## src/hdl/r100_pkg.sv

```systemverilog
`timescale 1ns / 1ps
// ----------------------------------------------------------------------------
// r100_pkg : shared constants and helpers for the radix-100 float formatter
// ASCII codes, digit counts, form limits and narrow divide-by-ten helpers.
// ----------------------------------------------------------------------------
package r100_pkg;

  // Mantissa geometry: seven base-100 bytes, up to fourteen decimal digits.
  localparam int NUM_BYTES  = 7;
  localparam int NUM_DIGITS = 14;

  // Excess-64 exponent, doubled for decimal digits.
  localparam logic signed [9:0] EXP_OFFSET = 10'sd128;

  // Decimal exponent windows for plain and small forms.
  localparam logic signed [9:0] PLAIN_MAX_EX = 10'sd13;
  localparam logic signed [9:0] SMALL_MIN_EX = -10'sd6;

  // ASCII codes.
  localparam logic [6:0] CH_ZERO  = 7'h30;
  localparam logic [6:0] CH_DOT   = 7'h2E;
  localparam logic [6:0] CH_E     = 7'h65;
  localparam logic [6:0] CH_MINUS = 7'h2D;

  typedef logic [4:0] digit_t;

  // Quotient by ten through a reciprocal, exact for all 9-bit inputs.
  function automatic logic [5:0] div10(input logic [8:0] x);
    logic [16:0] p;
    p = 17'(x) * 17'd205;
    return p[16:11];
  endfunction

  // Remainder by ten, given the quotient from div10.
  function automatic logic [3:0] rem10(input logic [8:0] x, input logic [5:0] q);
    logic [8:0] r;
    r = x - {q, 3'b000} - {2'b00, q, 1'b0};
    return r[3:0];
  endfunction

endpackage

```

## src/hdl/radix100_float_to_text_top.sv

```systemverilog
`timescale 1ns / 1ps
// ----------------------------------------------------------------------------
// radix100_float_to_text_top : radix-100 float to ASCII text converter
// Splits an eight-byte radix-100 float into decimal digits and streams its
// text out, one character per transaction, flagging the final character.
// ----------------------------------------------------------------------------
// Usage
//   Input channel (float_valid / float_stall / float_word): one transaction
//   carries one 64-bit float. float_stall is high whenever a number is in
//   work, so the block holds one number at a time.
//   Output channel (char_valid / char_stall / char_code / last_char): one
//   transaction per character; last_char marks the end of the number's text.
//   Digit split: after the input transaction, the mantissa bytes shift
//   through the divide-by-ten unit, one byte per cycle, into the digit
//   shift register; then one character leaves per cycle unless char_stall
//   holds the output register. A number has up to 21 characters; the next
//   input transaction waits for the byte-serial digit split and for the
//   last character to enter the output register. A zero first word skips
//   the digit split and gives the single character 0.
//   Stall: a high char_stall holds the output register and freezes the
//   character sequencer; nothing is lost or repeated.
//   Reset: rst (synchronous, active high) returns the sequencer to idle and
//   empties the output register.
// ----------------------------------------------------------------------------
module radix100_float_to_text_top (
  input  logic        clk,
  input  logic        rst,
  input  logic        float_valid,
  output logic        float_stall,
  input  logic [63:0] float_word,
  output logic        char_valid,
  input  logic        char_stall,
  output logic [6:0]  char_code,
  output logic        last_char
);

  localparam logic [2:0] PREP_LAST = 3'(r100_pkg::NUM_BYTES - 1);

  typedef enum logic [4:0] {
    S_IDLE, S_PREP, S_ZERO, S_SIGN,
    S_PDIG, S_PDOT,
    S_S0, S_SDOT, S_SZER, S_SDIG,
    S_XLEAD, S_XDOT, S_XDIG, S_XE, S_XMINUS, S_XH, S_XT, S_XO
  } state_t;

  state_t state;

  // Working registers for the number in flight.
  logic                   neg;
  logic                   short_lead;   // first mantissa byte below ten
  logic signed [9:0]      ex;           // decimal exponent
  logic [55:0]            bsr;          // mantissa byte shift register
  r100_pkg::digit_t       dig [r100_pkg::NUM_DIGITS];
  logic [2:0]             pcnt;
  logic [3:0]             pos;
  logic [3:0]             last;
  logic                   has_nz;
  logic [3:0]             idx;
  logic [2:0]             zcnt;
  logic [8:0]             mag;
  logic [5:0]             mag_q;
  logic [3:0]             exp_o;
  logic [1:0]             exp_h;
  logic [3:0]             exp_t;

  // Input side: accept only while idle.
  logic        in_take;
  logic [15:0] word_in;
  logic [15:0] word_n;
  logic        neg_in;
  logic        short_in;
  logic signed [9:0] ex_in;

  assign float_stall = (state != S_IDLE);
  assign in_take     = float_valid && !float_stall;
  assign word_in     = float_word[63:48];
  assign neg_in      = word_in[15];
  assign word_n      = neg_in ? 16'(16'd0 - word_in) : word_in;
  assign short_in    = (word_n[7:0] < 8'd10);
  assign ex_in       = $signed({1'b0, word_n[15:8], 1'b0}) - r100_pkg::EXP_OFFSET
                       + $signed({9'd0, !short_in});

  // Byte split: head byte of the shift register into tens and ones.
  logic [7:0] head;
  logic [5:0] head_q;
  logic [4:0] tens;
  logic [3:0] ones;
  logic       tens_push;
  logic [3:0] pos_ones;

  assign head      = bsr[55:48];
  assign head_q    = r100_pkg::div10({1'b0, head});
  assign tens      = head_q[4:0];
  assign ones      = r100_pkg::rem10({1'b0, head}, head_q);
  assign tens_push = (pcnt != 3'd0) || !short_lead;
  assign pos_ones  = pos + 4'(tens_push);

  // Exponent magnitude split, settled over the first prep cycles.
  logic signed [9:0] ex_neg;
  logic [5:0]        mag_q_next;
  logic [5:0]        hq;

  assign ex_neg     = -ex;
  assign mag_q_next = r100_pkg::div10(mag);
  assign hq         = r100_pkg::div10({3'b000, mag_q});

  // Form selection and sequencing helpers.
  logic       is_plain;
  logic       is_small;
  logic [3:0] ex4;
  logic       dot_plain;
  logic [3:0] pend;
  logic       exp_ge100;
  logic       exp_ge10;
  logic [6:0] dig_char;
  state_t     form_first;
  state_t     exp_first;

  assign is_plain  = !ex[9] && (ex <= r100_pkg::PLAIN_MAX_EX);
  assign is_small  = ex[9] && (ex >= r100_pkg::SMALL_MIN_EX);
  assign ex4       = ex[3:0];
  assign dot_plain = has_nz && (last > ex4);
  assign pend      = dot_plain ? last : ex4;
  assign exp_ge100 = (exp_h != 2'd0);
  assign exp_ge10  = exp_ge100 || (exp_t != 4'd0);
  assign dig_char  = r100_pkg::CH_ZERO + {2'b00, dig[0]};

  always_comb begin
    if (is_plain) begin
      form_first = S_PDIG;
    end else if (is_small) begin
      form_first = S_S0;
    end else begin
      form_first = S_XLEAD;
    end
    if (exp_ge100) begin
      exp_first = S_XH;
    end else if (exp_ge10) begin
      exp_first = S_XT;
    end else begin
      exp_first = S_XO;
    end
  end

  // Character sequencer: what to emit from each state and where to go next.
  logic       adv;
  logic       em_on;
  logic [6:0] em_char;
  logic       em_last;
  logic       em_pop;
  logic       em_zdec;
  state_t     em_next;

  assign adv = !char_valid || !char_stall;

  always_comb begin
    em_on   = 1'b1;
    em_char = r100_pkg::CH_ZERO;
    em_last = 1'b0;
    em_pop  = 1'b0;
    em_zdec = 1'b0;
    em_next = state;
    unique case (state)
      S_IDLE, S_PREP: begin
        em_on = 1'b0;
      end
      S_ZERO: begin
        em_last = 1'b1;
        em_next = S_IDLE;
      end
      S_SIGN: begin
        em_char = r100_pkg::CH_MINUS;
        em_next = form_first;
      end
      S_PDIG: begin
        em_char = dig_char;
        em_pop  = 1'b1;
        if (idx == ex4 && dot_plain) begin
          em_next = S_PDOT;
        end else if (idx == pend) begin
          em_last = 1'b1;
          em_next = S_IDLE;
        end
      end
      S_PDOT: begin
        em_char = r100_pkg::CH_DOT;
        em_next = S_PDIG;
      end
      S_S0: begin
        em_next = S_SDOT;
      end
      S_SDOT: begin
        em_char = r100_pkg::CH_DOT;
        if (zcnt != 3'd0) begin
          em_next = S_SZER;
        end else if (has_nz) begin
          em_next = S_SDIG;
        end else begin
          em_last = 1'b1;
          em_next = S_IDLE;
        end
      end
      S_SZER: begin
        em_zdec = 1'b1;
        if (zcnt == 3'd1) begin
          if (has_nz) begin
            em_next = S_SDIG;
          end else begin
            em_last = 1'b1;
            em_next = S_IDLE;
          end
        end
      end
      S_SDIG: begin
        em_char = dig_char;
        em_pop  = 1'b1;
        if (idx == last) begin
          em_last = 1'b1;
          em_next = S_IDLE;
        end
      end
      S_XLEAD: begin
        em_char = dig_char;
        em_pop  = 1'b1;
        em_next = (has_nz && last != 4'd0) ? S_XDOT : S_XE;
      end
      S_XDOT: begin
        em_char = r100_pkg::CH_DOT;
        em_next = S_XDIG;
      end
      S_XDIG: begin
        em_char = dig_char;
        em_pop  = 1'b1;
        if (idx == last) begin
          em_next = S_XE;
        end
      end
      S_XE: begin
        em_char = r100_pkg::CH_E;
        em_next = ex[9] ? S_XMINUS : exp_first;
      end
      S_XMINUS: begin
        em_char = r100_pkg::CH_MINUS;
        em_next = exp_first;
      end
      S_XH: begin
        em_char = r100_pkg::CH_ZERO + {5'd0, exp_h};
        em_next = S_XT;
      end
      S_XT: begin
        em_char = r100_pkg::CH_ZERO + {3'd0, exp_t};
        em_next = S_XO;
      end
      S_XO: begin
        em_char = r100_pkg::CH_ZERO + {3'd0, exp_o};
        em_last = 1'b1;
        em_next = S_IDLE;
      end
      default: begin
        em_on   = 1'b0;
        em_next = S_IDLE;
      end
    endcase
  end

  always_ff @(posedge clk) begin
    if (rst) begin
      state      <= S_IDLE;
      char_valid <= 1'b0;
    end else begin
      // Output register: load a character or drop a taken one.
      if (adv) begin
        char_valid <= em_on;
        if (em_on) begin
          char_code <= em_char;
          last_char <= em_last;
        end
      end

      unique case (state)
        S_IDLE: begin
          if (in_take) begin
            neg        <= neg_in;
            short_lead <= short_in;
            ex         <= ex_in;
            bsr        <= {word_n[7:0], float_word[47:0]};
            pcnt       <= 3'd0;
            pos        <= 4'd0;
            last       <= 4'd0;
            has_nz     <= 1'b0;
            idx        <= 4'd0;
            state      <= (word_in == 16'd0) ? S_ZERO : S_PREP;
          end
        end
        S_PREP: begin
          // Advance the byte line and push its digits into the digit line.
          bsr <= {bsr[47:0], 8'd0};
          if (pcnt == 3'd0 && short_lead) begin
            for (int j = 0; j < r100_pkg::NUM_DIGITS - 1; j++) begin
              dig[j] <= dig[j+1];
            end
            dig[r100_pkg::NUM_DIGITS-1] <= {1'b0, ones};
          end else if (pcnt == PREP_LAST && short_lead) begin
            for (int j = 0; j < r100_pkg::NUM_DIGITS - 3; j++) begin
              dig[j] <= dig[j+3];
            end
            dig[r100_pkg::NUM_DIGITS-3] <= tens;
            dig[r100_pkg::NUM_DIGITS-2] <= {1'b0, ones};
            dig[r100_pkg::NUM_DIGITS-1] <= '0;
          end else begin
            for (int j = 0; j < r100_pkg::NUM_DIGITS - 2; j++) begin
              dig[j] <= dig[j+2];
            end
            dig[r100_pkg::NUM_DIGITS-2] <= tens;
            dig[r100_pkg::NUM_DIGITS-1] <= {1'b0, ones};
          end
          // Track the last nonzero digit for trailing-zero stripping.
          if (ones != 4'd0) begin
            last   <= pos_ones;
            has_nz <= 1'b1;
          end else if (tens != 5'd0) begin
            last   <= pos;
            has_nz <= 1'b1;
          end
          pos <= pos_ones + 4'd1;
          // Exponent magnitude pipeline: magnitude, then ones, then tens/hundreds.
          mag   <= ex[9] ? ex_neg[8:0] : ex[8:0];
          mag_q <= mag_q_next;
          exp_o <= r100_pkg::rem10(mag, mag_q_next);
          exp_h <= hq[1:0];
          exp_t <= r100_pkg::rem10({3'b000, mag_q}, hq);
          zcnt  <= ~ex[2:0];
          pcnt  <= pcnt + 3'd1;
          if (pcnt == PREP_LAST) begin
            state <= neg ? S_SIGN : form_first;
          end
        end
        default: begin
          if (adv) begin
            state <= em_next;
            if (em_pop) begin
              for (int j = 0; j < r100_pkg::NUM_DIGITS - 1; j++) begin
                dig[j] <= dig[j+1];
              end
              dig[r100_pkg::NUM_DIGITS-1] <= '0;
              idx <= idx + 4'd1;
            end
            if (em_zdec) begin
              zcnt <= zcnt - 3'd1;
            end
          end
        end
      endcase
    end
  end

  // Prep always hands over to a character state.
  a_prep_exit: assert property (@(posedge clk) disable iff (rst)
    (state == S_PREP && pcnt == PREP_LAST) |=> (state != S_PREP && state != S_IDLE))
    else $error("prep phase did not hand over to the character sequencer");

  // Fraction digits never run past the last nonzero digit.
  a_frac_bound: assert property (@(posedge clk) disable iff (rst)
    (state == S_XDIG || state == S_SDIG) |-> (has_nz && idx <= last))
    else $error("digit index beyond last nonzero digit");

  // Plain form never emits past its end index.
  a_plain_bound: assert property (@(posedge clk) disable iff (rst)
    (state == S_PDIG) |-> (idx <= pend))
    else $error("plain form digit index beyond end");

  // Small-form zero run is entered only with zeros left.
  a_zero_run: assert property (@(posedge clk) disable iff (rst)
    (state == S_SZER) |-> (zcnt != 3'd0))
    else $error("small form zero run with empty count");

endmodule
```

## config.mk

```make
export PLATFORM = sky130hd
export DESIGN_NAME = radix100_float_to_text_top
export DESIGN_NICKNAME = d
export VERILOG_FILES = /design/src/hdl/r100_pkg.sv /design/src/hdl/radix100_float_to_text_top.sv
export SDC_FILE = /design/constraint.sdc
export NUM_CORES = 1
export LEC_CHECK = 0
export BUFFER_PORTS_ARGS = -buffer_cell sky130_fd_sc_hd__buf_4
export CAP_MARGIN = 15
export CORE_MARGIN = 2
export CORE_UTILIZATION = 60
export CTS_CLUSTER_SIZE = 20
export DETAILED_ROUTE_END_ITERATION = 12
export HOLD_SLACK_MARGIN = 0.15
export PLACE_DENSITY = 0.79
export SYNTH_ARGS = -nofsm -noshare
export SYNTH_HDL_FRONTEND = slang
export SYNTH_SLANG_ARGS = --single-unit
```

## constraint.sdc

```tcl
create_clock -name clk -period 7.37 [get_ports clk]
set_clock_uncertainty 0.2 [all_clocks]
set_input_delay 0.3685 -clock clk [delete_from_list [all_inputs] [get_ports clk]]
set_output_delay 0.3685 -clock clk [all_outputs]
set_load 0.005 [all_outputs]
```

Word level (Yosys, flattened, before mapping)
Memory sizes are Yosys's and may differ from the RTL's.
Index checks and enable logic that the tools add are counted.
{ "word_totals": {"reg_bits": 126, "ram_bits": 70, "word_cells": 284, "mem_count": 1, "out_inout_bits": 10, "input_bits": 68} }
{ "memory_table": {"columns": ["memory", "depth", "word_bits", "read_ports", "rd_clocked_by_memory_dff", "wr", "line", "rtl"], "rows": [
  ["dig", 14, 5, 14, 0, 14, "radix100_float_to_text_top.sv:53", "r100_pkg::digit_t dig [r100_pkg::NUM_DIGITS];"]
]} }
{ "classes": {"eq_ne": 30, "reduce_logical": 48, "multipliers": 3, "mux": 114, "n_lt_le_gt_ge": 4, "n_bitwise": 46, "add_sub_neg": 19} }
{ "ops": {"columns": ["cell", "count"], "rows": [
  ["5-bit two-way mux", 53],
  ["56-bit case mux with 2 select lines", 1],
  ["5-bit case mux with 15 select lines", 1],
  ["56-bit two-way mux", 1],
  ["7-bit case mux with 7 select lines", 1],
  ["1-bit bitwise OR", 42],
  ["5-bit by 4-bit == test with 1-bit output, second input constant", 8],
  ["4-bit two-way mux", 10],
  ["1-bit two-way mux", 32],
  ["4-bit case mux with 2 select lines", 3],
  ["4-bit subtractor", 6],
  ["5-bit by 3-bit == test with 1-bit output, second input constant", 4],
  ["9-bit by 8-bit multiplier with 17-bit output, second input constant", 1],
  ["16-bit zero test", 1],
  ["8-bit by 8-bit multiplier with 16-bit output, second input constant", 1],
  ["16-bit two-way mux", 1],
  ["16-bit OR reduction", 1],
  ["1-bit by 16-bit subtractor with 16-bit output, first input constant", 1],
  ["6-bit by 4-bit adder with 7-bit output, first input constant", 2],
  ["6-bit by 8-bit multiplier with 14-bit output, second input constant", 1],
  ["4-bit == test", 3],
  ["3-bit two-way mux", 4],
  ["4-bit by 2-bit != test with 1-bit output, second input constant", 3],
  ["3-bit case mux with 2 select lines", 2],
  ["46 further kinds", 81]
]} }

Longest topological paths before layout
Gate-level depths: netlist of run 1.
{ "logic_depth": {"ltp_word": 10, "mapped_depth": 21, "ltp_nobuf": 21} }

Worst setup path before layout of run 1
OpenSTA, ideal clock, no wires.
{ "synth_path": {"path_kind": "register -> register", "from": "register bsr[49]", "to": "register has_nz (enable)", "arrival_ps": 4997, "required_time_ps": 6872, "path_stages_with_launch": 19, "path_buffers": 0, "period_less_slack_ps": 5495, "path_slack_ps": 1875, "setup_time_ps": 298, "path_cell_list": "edfxtp_1 > ha_1 > fa_1 > fa_1 > inv_1 > fa_1 > inv_1 > ha_1 > a21o_1 > a21o_2 > a21oi_1 > o21bai_1 > xor2_1 > ha_1 > xor2_1 > nand3_1 > or4_1 > nor3_1 > a31oi_1"} }
{ "synth_via": {"elab_chain_cells": 6, "word_cells_on_any_way": 7, "classes_between": "add/sub: 2; mul: 1; eq/ne: 1; reduce/logical: 3"} }
{ "synth_lines": {"columns": ["item", "line", "rtl"], "rows": [
  ["start: declaration", "radix100_float_to_text_top.sv:52", "logic [55:0] bsr;"],
  ["start signal: assignment", "radix100_float_to_text_top.sv:286", "bsr <= {word_n[7:0], float_word[47:0]};"],
  ["start signal: assignment", "radix100_float_to_text_top.sv:297", "bsr <= {bsr[47:0], 8'd0};"],
  ["8-bit by 8-bit multiplier with 16-bit output", "r100_pkg.sv:30", "p = 17'(x) * 17'd205;"],
  ["4-bit subtractor (2 in a row)", "r100_pkg.sv:37", "r = x - {q, 3'b000} - {2'b00, q, 1'b0};"],
  ["4-bit nonzero test", "radix100_float_to_text_top.sv:318", "if (ones != 4'd0) begin"],
  ["3-bit != test (no line) *", null, null],
  ["4-bit AND reduction (no line) *", null, null],
  ["end signal: assignment", "radix100_float_to_text_top.sv:290", "has_nz <= 1'b0;"],
  ["end signal: assignment", "radix100_float_to_text_top.sv:320", "has_nz <= 1'b1;"],
  ["end signal: assignment", "radix100_float_to_text_top.sv:323", "has_nz <= 1'b1;"],
  ["end: declaration", "radix100_float_to_text_top.sv:57", "logic has_nz;"]
]} }
Mark *: on every way between the ends. The rest lies on a longest branch, timed or not.
A chain may end at the register's enable or synchronous reset.

Worst setup path in the final report of run 1
{ "layout_path": {"from": "register bsr[49]", "to": "register last[1] (enable)"} }
{ "layout_via": {"elab_chain_cells": 6, "word_cells_on_any_way": 7, "classes_between": "add/sub: 2; mul: 1; eq/ne: 1; reduce/logical: 3"} }
{ "layout_lines": {"columns": ["item", "line", "rtl"], "rows": [
  ["8-bit by 8-bit multiplier with 16-bit output", "r100_pkg.sv:30", null],
  ["4-bit subtractor (2 in a row)", "r100_pkg.sv:37", null],
  ["4-bit nonzero test", "radix100_float_to_text_top.sv:318", null],
  ["3-bit != test (no line) *", null, null],
  ["4-bit AND reduction (no line) *", null, null],
  ["end signal: assignment", "radix100_float_to_text_top.sv:319", "last <= pos_ones;"],
  ["end signal: assignment", "radix100_float_to_text_top.sv:322", "last <= pos;"],
  ["end: declaration", "radix100_float_to_text_top.sv:56", "logic [3:0] last;"]
]} }
Marked as above.

==> impl_table.tex, run 1 <==
\begin{tabular}{lr}
\hline
Metric & Value \\
\hline
\multicolumn{2}{l}{\textbf{Synthesis}} \\
\quad Post-Synth XOR/XNOR Area & 4.15\% \\
\quad Multiplexer share of the synthesized area & 1.07\% \\
\quad Adder-cell share of the synthesized area & 17.5\% \\
\quad Synthesized-area fraction occupied by ao, oa, aoi and oai cells & 11.2\% \\
\quad Number of enable flip-flop cells after synthesis & 189 \\
\quad Async SR Flop Fraction & 0\% \\
\quad Post-synthesis area per instance & 9.86 um\^{}2 \\
\quad Synth Net Count & 1598 \\
\quad Combined area of all synthesized cells & 13400 um\^{}2 \\
\quad Combinational family with the most area after synthesis & simple AND/OR/NAND/NOR gates \\
\quad Area fraction in and, or, nand and nor cells after synthesis & 17.8\% \\
\quad Post-synthesis instance total & 1361 \\
\quad Synth unique cells & 81 \\
\quad Total of flip-flops plus latches after synthesis & 195 \\
\quad YS warnings & 0 \\
\quad Portion of the post-synthesis area used by sequential elements & 43.2\% \\
\quad Most instantiated flip-flop cell in the synthesis netlist & sky130\_fd\_sc\_hd\_\_edfxtp\_1 \\
\multicolumn{2}{l}{\textbf{Power and ir drop}} \\
\quad Clock share of power & 12.2\% \\
\quad Power share of the sequential group & 26.8\% \\
\quad Maximum vdd ir drop & 528 uV \\
\quad Lkg Pwr & 6.68 nW \\
\quad Share of total power consumed by net switching & 44.2\% \\
\quad Pwr Total & 0.00761 W \\
\quad Power density over the cells & 492 nW/um\^{}2 \\
\quad Internal Dissipation & 0.00425 W \\
\quad Sw Pwr & 0.00336 W \\
\quad Logic gate share of total power & 61.0\% \\
\multicolumn{2}{l}{\textbf{Worst setup path}} \\
\quad Critical path capture point type & flip-flop \\
\quad Worst setup SP type & flip-flop \\
\quad WS Path Type & reg -> reg \\
\quad Slowest stage cell, crit path & sky130\_fd\_sc\_hd\_\_fa\_1 \\
\quad Critical path fanouts, max & 5 \\
\quad Largest stage delay, worst path & 0.54 ns \\
\quad Data arrival at the endpoint of the critical path & 5.97 ns \\
\quad Critical path cell sequence & ha\_1, fa\_1, fa\_1, inv\_1, fa\_1, inv\_1, ha\_1, a21o\_1, a21o\_2, a21oi\_1, o21bai\_1, xor2\_1, ha\_1, xor2\_1, nand3\_1, or4\_1, nor3\_1, a31oi\_1 \\
\quad Crit path required time & 7.30 ns \\
\multicolumn{2}{l}{\textbf{Global routing}} \\
\quad Vias in the first global route & 10100 \\
\quad Wire length of the first global-routing pass & 48.6 mm \\
\quad Aggregate global-route resource usage & 25.2\% \\
\quad Pin count of the biggest net entering global routing & 92 \\
\quad Initial antenna violation count & 0 \\
\quad Overflow left after global routing & 0 \\
\multicolumn{2}{l}{\textbf{STA}} \\
\quad Final worst path period need & 6.04 ns \\
\quad Period Utilization, post-route & 81.9\% \\
\quad Post-Route Setup TNS & 0 ns \\
\quad Total of endpoints with negative setup slack in the final report & 0 \\
\quad Slew headroom & 30.5\% \\
\quad Max-slew violations & 0 \\
\quad Timing-limited maximum frequency & 166 MHz \\
\quad Setup repair after global routing missed its margin & false \\
\quad Number of hold violations in the final report & 0 \\
\quad Transition time at the pin with the least slew margin & 1.04 ns \\
\multicolumn{2}{l}{\textbf{Placed design}} \\
\quad Estimated wirelength of the detail-placed design & 19.6 mm \\
\quad Count of buffers from port buffering & 77 \\
\quad Placer's final routability congestion estimate & 0.869 \\
\multicolumn{2}{l}{\textbf{Route}} \\
\quad Number of optimization iterations in the first detailed-route pass & 7 \\
\quad Detailed router's first-iteration violation count & 826 \\
\quad Via count & 10200 \\
\quad Routed wirelength normalized by instance count & 16.5 um \\
\quad WL final & 29.2 mm \\
\quad Via-per-instance ratio & 5.78 \\
\quad Remaining number of nets flagged by the antenna check after routing & 0 \\
\quad Number of remaining DRC errors & 0 \\
\multicolumn{2}{l}{\textbf{Finish}} \\
\quad ANT cells & 0 \\
\quad Fraction of layout instances using a drive strength above 1 & 10.5\% \\
\quad Net count of the finished layout & 1712 \\
\quad Area grow syn2layout & 15.1\% \\
\multicolumn{2}{l}{\textbf{Floorplanning}} \\
\quad DIE HEIGHT & 154 um \\
\quad CORE AREA & 21900 um\^{}2 \\
\quad Initial Util & 61.3\% \\
\quad Die Wd & 154 um \\
\quad Area of the die & 23600 um\^{}2 \\
\quad I/O pin total & 78 \\
\quad Cell Rows & 54 \\
\multicolumn{2}{l}{\textbf{Worst hold path}} \\
\quad HP Class & in -> reg \\
\multicolumn{2}{l}{\textbf{Run status}} \\
\quad Result of the run & finished, final reports clean \\
\multicolumn{2}{l}{\textbf{Clock network}} \\
\quad Clock root buffer master & sky130\_fd\_sc\_hd\_\_clkbuf\_16 \\
\quad Clock edge transition at the registers on the reported setup and hold paths & 0.08 ns \\
\quad Clock tree from TritonCTS & done \\
\quad H-tree depth reported by CTS & 4 \\
\quad Number of instances resized during post-cts repair & 0 \\
\quad Number of CTS-inserted buffers & 17 \\
\quad Count of clock tree sinks & 195 \\
\quad Post-cts hold buffer count & 62 \\
\quad Post-CTS setup buffers & 0 \\
\quad Maximum number of buffers from clock root to sink & 2 \\
\quad Clock latency at the later pin of the worst-skew pair & 0.44 ns \\
\multicolumn{2}{l}{\textbf{Run}} \\
\quad Number of violations of the max-capacitance limit & 0 \\
\hline
\end{tabular}
==> worst max-delay path, delay by kind of cell (launching register included) <==
kind | cells | cell delay, ns
buffers and inverters | 2 | 0.10
flip-flops | 1 | 0.47
AND/OR/NAND/NOR | 3 | 0.74
AO/OA/AOI/OAI | 5 | 0.99
XOR/XNOR | 2 | 0.62
adder cells (fa/ha/maj) | 6 | 2.63
==> path summary, 6_finish.rpt <==
| kind | startpoint | end | slack, ns | depth (start not counted) |
|---|---|---|---|---|
| max | bsr[49] | last[1] | 1.33 | 18 |
| min | float_word[55] | ex[1] | 0.18 | 3 |
| max reg2reg | bsr[49] | last[1] | 1.33 | 18 |
| min reg2reg | bsr[38] | bsr[46] | 0.31 | 2 |
==> cell usage in the layout, fill, tap and decap left out, types with 18 or more instances in the layout <==
cell	synthesis	final
sky130_fd_sc_hd__xnor2_1	34	34
sky130_fd_sc_hd__xor2_1	27	27
sky130_fd_sc_hd__dlygate4sd3_1	0	62
sky130_fd_sc_hd__nand2_1	286	285
sky130_fd_sc_hd__o21ai_0	43	41
sky130_fd_sc_hd__buf_4	1	92
sky130_fd_sc_hd__inv_1	115	114
sky130_fd_sc_hd__nor3_1	28	28
sky130_fd_sc_hd__fa_1	31	31
sky130_fd_sc_hd__ha_1	138	138
sky130_fd_sc_hd__nand3_1	19	18
sky130_fd_sc_hd__a31oi_1	44	44
sky130_fd_sc_hd__edfxtp_1	189	189
sky130_fd_sc_hd__a21oi_1	33	33
sky130_fd_sc_hd__nor2_1	98	97
==> power by group through the flow <==
stage,combinational (W),clock [W],sequential (W)
floorplan,0.00362,0,0.00198
global placement,0.00436,0,0.00204
detailed placement,0.00455,0,0.00206
CTS,0.00465,0.000938,0.00203
global route,0.00527,0.000967,0.00208
finish,0.00464,0.000926,0.00204
==> synth_stat cells, types with 19 or more instances <==
cell | count | area share [%]
sky130_fd_sc_hd__xor2_1 | 27 | 1.8
sky130_fd_sc_hd__nor3_1 | 28 | 1.0
sky130_fd_sc_hd__clkbuf_1 | 38 | 1.1
sky130_fd_sc_hd__inv_1 | 115 | 3.2
sky130_fd_sc_hd__a31oi_1 | 44 | 2.1
sky130_fd_sc_hd__nor2_1 | 98 | 2.7
sky130_fd_sc_hd__fa_1 | 31 | 4.6
sky130_fd_sc_hd__edfxtp_1 | 189 | 42
sky130_fd_sc_hd__a21oi_1 | 33 | 1.2
sky130_fd_sc_hd__ha_1 | 138 | 13
sky130_fd_sc_hd__xnor2_1 | 34 | 2.2
sky130_fd_sc_hd__o21ai_0 | 43 | 1.6
sky130_fd_sc_hd__nand2_1 | 286 | 8.0
sky130_fd_sc_hd__nand3_1 | 19 | 0.71
==> area by class of cell <==
class                   count  area [um^2]
clock buffers              17          425
clock inverters            15          165
fillers                  1607         6450
inverters                 116          435
multi-input cells         990         6950
flip-flops and latches    195         5800
well taps                 280          350
repair buffers            155         1320
==> metrics by stage <==
stage / cell area [um^2] / hold WS, ns / std cells / setup slack, ns / utilization [%]
final: 15400 / 0.181 / 1768 / 1.33 / 70.6
after global routing: 15400 / 0.187 / 1768 / 1.01 / 70.6
after CTS: 15400 / 0.164 / 1767 / 1.33 / 70.5
after detailed placement: 14200 / 0.297 / 1673 / 1.38 / 65.0
after global placement: 14200 / 0.286 / 1673 / 1.55 / 65.0
after floorplan: 13400 / 0.267 / 1361 / 1.87 / -
==> sequential cells by signal, summed over array words and instances, names as in the netlist <==
name and count:
bsr 56, char_code 7, char_valid 1, dig 69, ex 10, exp_h 2
exp_o 4, exp_t 4, has_nz 1, idx 4, last 4, last_char 1
mag 9, mag_q 6, neg 1, pcnt 3, pos 4, short_lead 1
state 5, zcnt 3
==> per-layer routing <==
metal | global-route usage [%] | share of wire [%]
met2 | 43.5 | 50
met4 | 8.39 | 2.2
met3 | 4.79 | 5.3
met5 | 0 | 0
met1 | 32.1 | 42
==> cell families (layout without fill, tap and decap cells) <==
kind of cell | Yosys count | count (layout)
AND/OR/NAND/NOR | 529 | 529
buffers and inverters | 176 | 303
adder cells (fa/ha/maj) | 169 | 169
XOR/XNOR | 62 | 62
flip-flops | 195 | 195
AO/OA/AOI/OAI | 216 | 216
multiplexers | 14 | 14
Note: power is estimated with default switching activity, not from simulation.
==> inputs of run 2 (changes only) <==
Settings changed: ABC_AREA set to 1, CORE_UTILIZATION 60 to 56, PLACE_DENSITY 0.79 to 0.77.
Clock period 7.37 ns to 5.55 ns, I/O delays scaled along.
==> impl_table.tex, run 2 <==
\begin{tabular}{lr}
\hline
Metric & Value \\
\hline
\multicolumn{2}{l}{\textbf{Synthesis}} \\
\quad YS warnings & 0 \\
\quad Dominant cell by count in the synthesized netlist & sky130\_fd\_sc\_hd\_\_nand2\_1 \\
\quad Most instantiated flip-flop cell in the synthesis netlist & sky130\_fd\_sc\_hd\_\_edfxtp\_1 \\
\quad Fraction of synthesized cell area taken by the top area cell type & 41.9\% \\
\quad Post-synthesis cell type with the largest combined area & sky130\_fd\_sc\_hd\_\_edfxtp\_1 \\
\quad Commonest cells post-synth & 377 x sky130\_fd\_sc\_hd\_\_nand2\_1, 250 x sky130\_fd\_sc\_hd\_\_inv\_1, 189 x sky130\_fd\_sc\_hd\_\_edfxtp\_1 \\
\quad Most area-consuming cells after synthesis & sky130\_fd\_sc\_hd\_\_edfxtp\_1 42\%, sky130\_fd\_sc\_hd\_\_ha\_1 13\%, sky130\_fd\_sc\_hd\_\_nand2\_1 10\% \\
\quad Total of flip-flops plus latches after synthesis & 195 \\
\quad Combined area of all synthesized cells & 13500 um\^{}2 \\
\quad Post-synthesis area per instance & 8.83 um\^{}2 \\
\quad Synth unique cells & 44 \\
\quad Portion of the post-synthesis area used by sequential elements & 42.8\% \\
\quad Post-synthesis instance total & 1532 \\
\quad Synth Net Count & 1769 \\
\quad Async SR Flop Fraction & 0\% \\
\quad Number of enable flip-flop cells after synthesis & 189 \\
\multicolumn{2}{l}{\textbf{Clock network}} \\
\quad Clock tree from TritonCTS & done \\
\quad Count of clock tree sinks & 195 \\
\quad Clock root buffer master & sky130\_fd\_sc\_hd\_\_clkbuf\_16 \\
\quad H-tree depth reported by CTS & 4 \\
\quad Clock edge transition at the registers on the reported setup and hold paths & 0.08 ns \\
\quad Maximum number of buffers from clock root to sink & 2 \\
\quad Clock latency at the later pin of the worst-skew pair & 0.44 ns \\
\quad Number of CTS-inserted buffers & 17 \\
\multicolumn{2}{l}{\textbf{Route}} \\
\quad Number of optimization iterations in the first detailed-route pass & 7 \\
\quad Detailed router's first-iteration violation count & 658 \\
\quad Via-per-instance ratio & 5.31 \\
\quad Routed wirelength normalized by instance count & 14.6 um \\
\quad WL final & 29.1 mm \\
\quad Via count & 10600 \\
\quad Number of remaining DRC errors & 0 \\
\quad Remaining number of nets flagged by the antenna check after routing & 0 \\
\multicolumn{2}{l}{\textbf{Global routing}} \\
\quad Met1 layer usage reported by global route & 30.3\% \\
\quad Overflow left after global routing & 0 \\
\quad Initial antenna violation count & 0 \\
\quad Pin count of the biggest net entering global routing & 77 \\
\quad Aggregate global-route resource usage & 23.5\% \\
\quad Wire length of the first global-routing pass & 49.5 mm \\
\quad Met2 Use GR & 41.2\% \\
\quad Layer with the highest usage after global routing & met2 \\
\quad Met3 usage in global routing & 3.86\% \\
\quad Vias in the first global route & 10600 \\
\multicolumn{2}{l}{\textbf{Finish}} \\
\quad ANT cells & 0 \\
\quad Leading cell type in the layout, fill and taps excluded & sky130\_fd\_sc\_hd\_\_nand2\_1 \\
\quad Largest register FFs & 69 \\
\quad Highest-count cells in the layout ignoring fill and taps & 377 x sky130\_fd\_sc\_hd\_\_nand2\_1, 249 x sky130\_fd\_sc\_hd\_\_inv\_1, 189 x sky130\_fd\_sc\_hd\_\_edfxtp\_1, 137 x sky130\_fd\_sc\_hd\_\_ha\_1, 109 x sky130\_fd\_sc\_hd\_\_nor2\_1 \\
\quad Top Registers & dig x69, bsr x56, ex x10 \\
\quad Net count of the finished layout & 1901 \\
\quad Core Util, Final & 66.3\% \\
\quad Fill cells & 1835 \\
\quad Area grow syn2layout & 15.7\% \\
\quad Post-layout instance area & 15700 um\^{}2 \\
\quad Fraction of layout instances using a drive strength above 1 & 9.36\% \\
\quad Register bank with the most flops & dig \\
\multicolumn{2}{l}{\textbf{STA}} \\
\quad Post-Route Setup TNS & 0 ns \\
\quad Max-slew violations & 0 \\
\quad Timing-limited maximum frequency & 191 MHz \\
\quad Period Utilization, post-route & 94.5\% \\
\quad Setup repair after global routing missed its margin & false \\
\quad Slew headroom & 26.7\% \\
\quad Number of hold violations in the final report & 0 \\
\quad Worst-case hold slack & 0.239 ns \\
\quad Transition time at the pin with the least slew margin & 1.10 ns \\
\quad Total of endpoints with negative setup slack in the final report & 0 \\
\quad Final worst path period need & 5.25 ns \\
\multicolumn{2}{l}{\textbf{Worst setup path}} \\
\quad Crit path required time & 5.54 ns \\
\quad Cell family contributing the most delay on the critical path & adder cells \\
\quad Data arrival at the endpoint of the critical path & 5.24 ns \\
\quad WS Path Type & reg -> reg \\
\quad Worst setup SP type & flip-flop \\
\quad Largest stage delay, worst path & 0.55 ns \\
\quad Critical path cell sequence & ha\_4, fa\_1, fa\_1, inv\_1, fa\_1, inv\_1, ha\_1, a21oi\_2, inv\_1, a21oi\_1, nand3\_1, nand2\_1, nand3b\_1, nand2\_1, inv\_1, ha\_1, nand2\_1, inv\_1, nor2\_1, inv\_1, nand2\_1, nand4\_1, nor2\_2, nor2\_4 \\
\quad Cell occurring most often along the worst timing path & sky130\_fd\_sc\_hd\_\_inv\_1 \\
\quad Critical path fanouts, max & 5 \\
\quad Slowest stage cell, crit path & sky130\_fd\_sc\_hd\_\_fa\_1 \\
\quad Buffers \& Inverters on Critical Path & 6 \\
\quad Critical path capture point type & flip-flop \\
\multicolumn{2}{l}{\textbf{Power and ir drop}} \\
\quad Lkg Pwr & 7.45 nW \\
\quad Maximum vdd ir drop & 375 uV \\
\quad Power density over the cells & 583 nW/um\^{}2 \\
\multicolumn{2}{l}{\textbf{Floorplanning}} \\
\quad Area of the die & 25400 um\^{}2 \\
\quad Die Wd & 159 um \\
\quad DIE HEIGHT & 159 um \\
\quad Cell Rows & 56 \\
\quad I/O pin total & 78 \\
\quad Initial Util & 57.3\% \\
\quad CORE AREA & 23600 um\^{}2 \\
\multicolumn{2}{l}{\textbf{Placed design}} \\
\quad Cell Area, Placed & 14400 um\^{}2 \\
\quad Placer's final routability congestion estimate & 0.923 \\
\quad Count of buffers from port buffering & 77 \\
\quad Estimated wirelength of the detail-placed design & 20.6 mm \\
\multicolumn{2}{l}{\textbf{Worst hold path}} \\
\quad HP Class & in -> reg \\
\multicolumn{2}{l}{\textbf{Run status}} \\
\quad Result of the run & finished, final reports clean \\
\multicolumn{2}{l}{\textbf{Run}} \\
\quad Number of violations of the max-capacitance limit & 0 \\
\hline
\end{tabular}
-- run 2: cell types whose count changed after synthesis, moves of 14 or more --
cell	delta
sky130_fd_sc_hd__a31oi_1	-38
sky130_fd_sc_hd__o21ai_1	+37
sky130_fd_sc_hd__xnor2_1	-15
sky130_fd_sc_hd__nand3_1	+27
sky130_fd_sc_hd__clkbuf_1	-18
sky130_fd_sc_hd__and2_1	-17
sky130_fd_sc_hd__inv_1	+135
sky130_fd_sc_hd__nor2_1	+14
sky130_fd_sc_hd__o21ai_0	+37
sky130_fd_sc_hd__a21oi_1	+15
sky130_fd_sc_hd__nand2_1	+91
-- run 2: metrics by stage --
| step | setup WS (ns) | total power (W) | instances |
|---|---|---|---|
| after floorplan | 0.518 | 0.00648 | 1532 |
| after global placement | 0.291 | 0.00743 | 1898 |
| after detailed placement | 0.160 | 0.00763 | 1898 |
| after CTS | 0.106 | 0.00897 | 1996 |
| after global routing | 0.0251 | 0.0100 | 1996 |
| final | 0.303 | 0.00913 | 1996 |
-- run 2: cell type report --
type / instances / area [um^2] / area share [%]
multi-input cells: 1040 / 6600 / 42.2
flip-flops and latches: 195 / 5800 / 37.0
repair buffers: 150 / 1290 / 8.25
inverters: 260 / 976 / 6.24
clock buffers: 17 / 425 / 2.72
well taps: 319 / 399 / 2.55
clock inverters: 15 / 163 / 1.04
-- run 2: final timing paths --
check	from	end	depth (start not counted)	slack (ns)
worst max-delay path	bsr[49]	last[0]	24	0.30
worst min-delay path	float_word[49]	bsr[49]	5	0.24
worst max register to register	bsr[49]	last[0]	24	0.30
worst min register to register	bsr[11]	bsr[19]	2	0.32
-- run 2: repair_timing --
action | 4_1_cts | 5_1_grt
setup buffers | 0 | 0
gates resized for setup | 0 | 9
endpoints found under the setup margin | 0 | 9
endpoints found under the hold margin | 71 | 0
hold buffers | 66 | 0
-- run 2: tightest hold or removal path, cell delays in order --
cell	delay, ns
sky130_fd_sc_hd__buf_4	0.11
sky130_fd_sc_hd__inv_1	0.06
sky130_fd_sc_hd__o21ai_0	0.12
sky130_fd_sc_hd__nand2_1	0.09
sky130_fd_sc_hd__nand2_1	0.06
-- run 2: metal layers --
layer / part of all wire [%] / wire length [um]
met1: 43 / 12600
met2: 49 / 14300
met3: 5.6 / 1630
met4: 2.0 / 593
met5: 0 / 0
-- run 2: power by group --
group	switching [W]	internal [W]
Combinational	0.00338	0.00197
Sequential	0.000215	0.00233
Clock	0.000625	0.000605
-- run 2: kinds of logic (layout without fill, tap and decap cells) --
family / after synthesis / after routing / synth area share (%)
simple gates: 595 / 595 / 18.3
buf+inv: 297 / 442 / 8.76
compound gates: 223 / 223 / 9.28
flops: 195 / 195 / 42.8
fa+ha+maj: 169 / 169 / 17.3
xor+xnor: 53 / 53 / 3.43
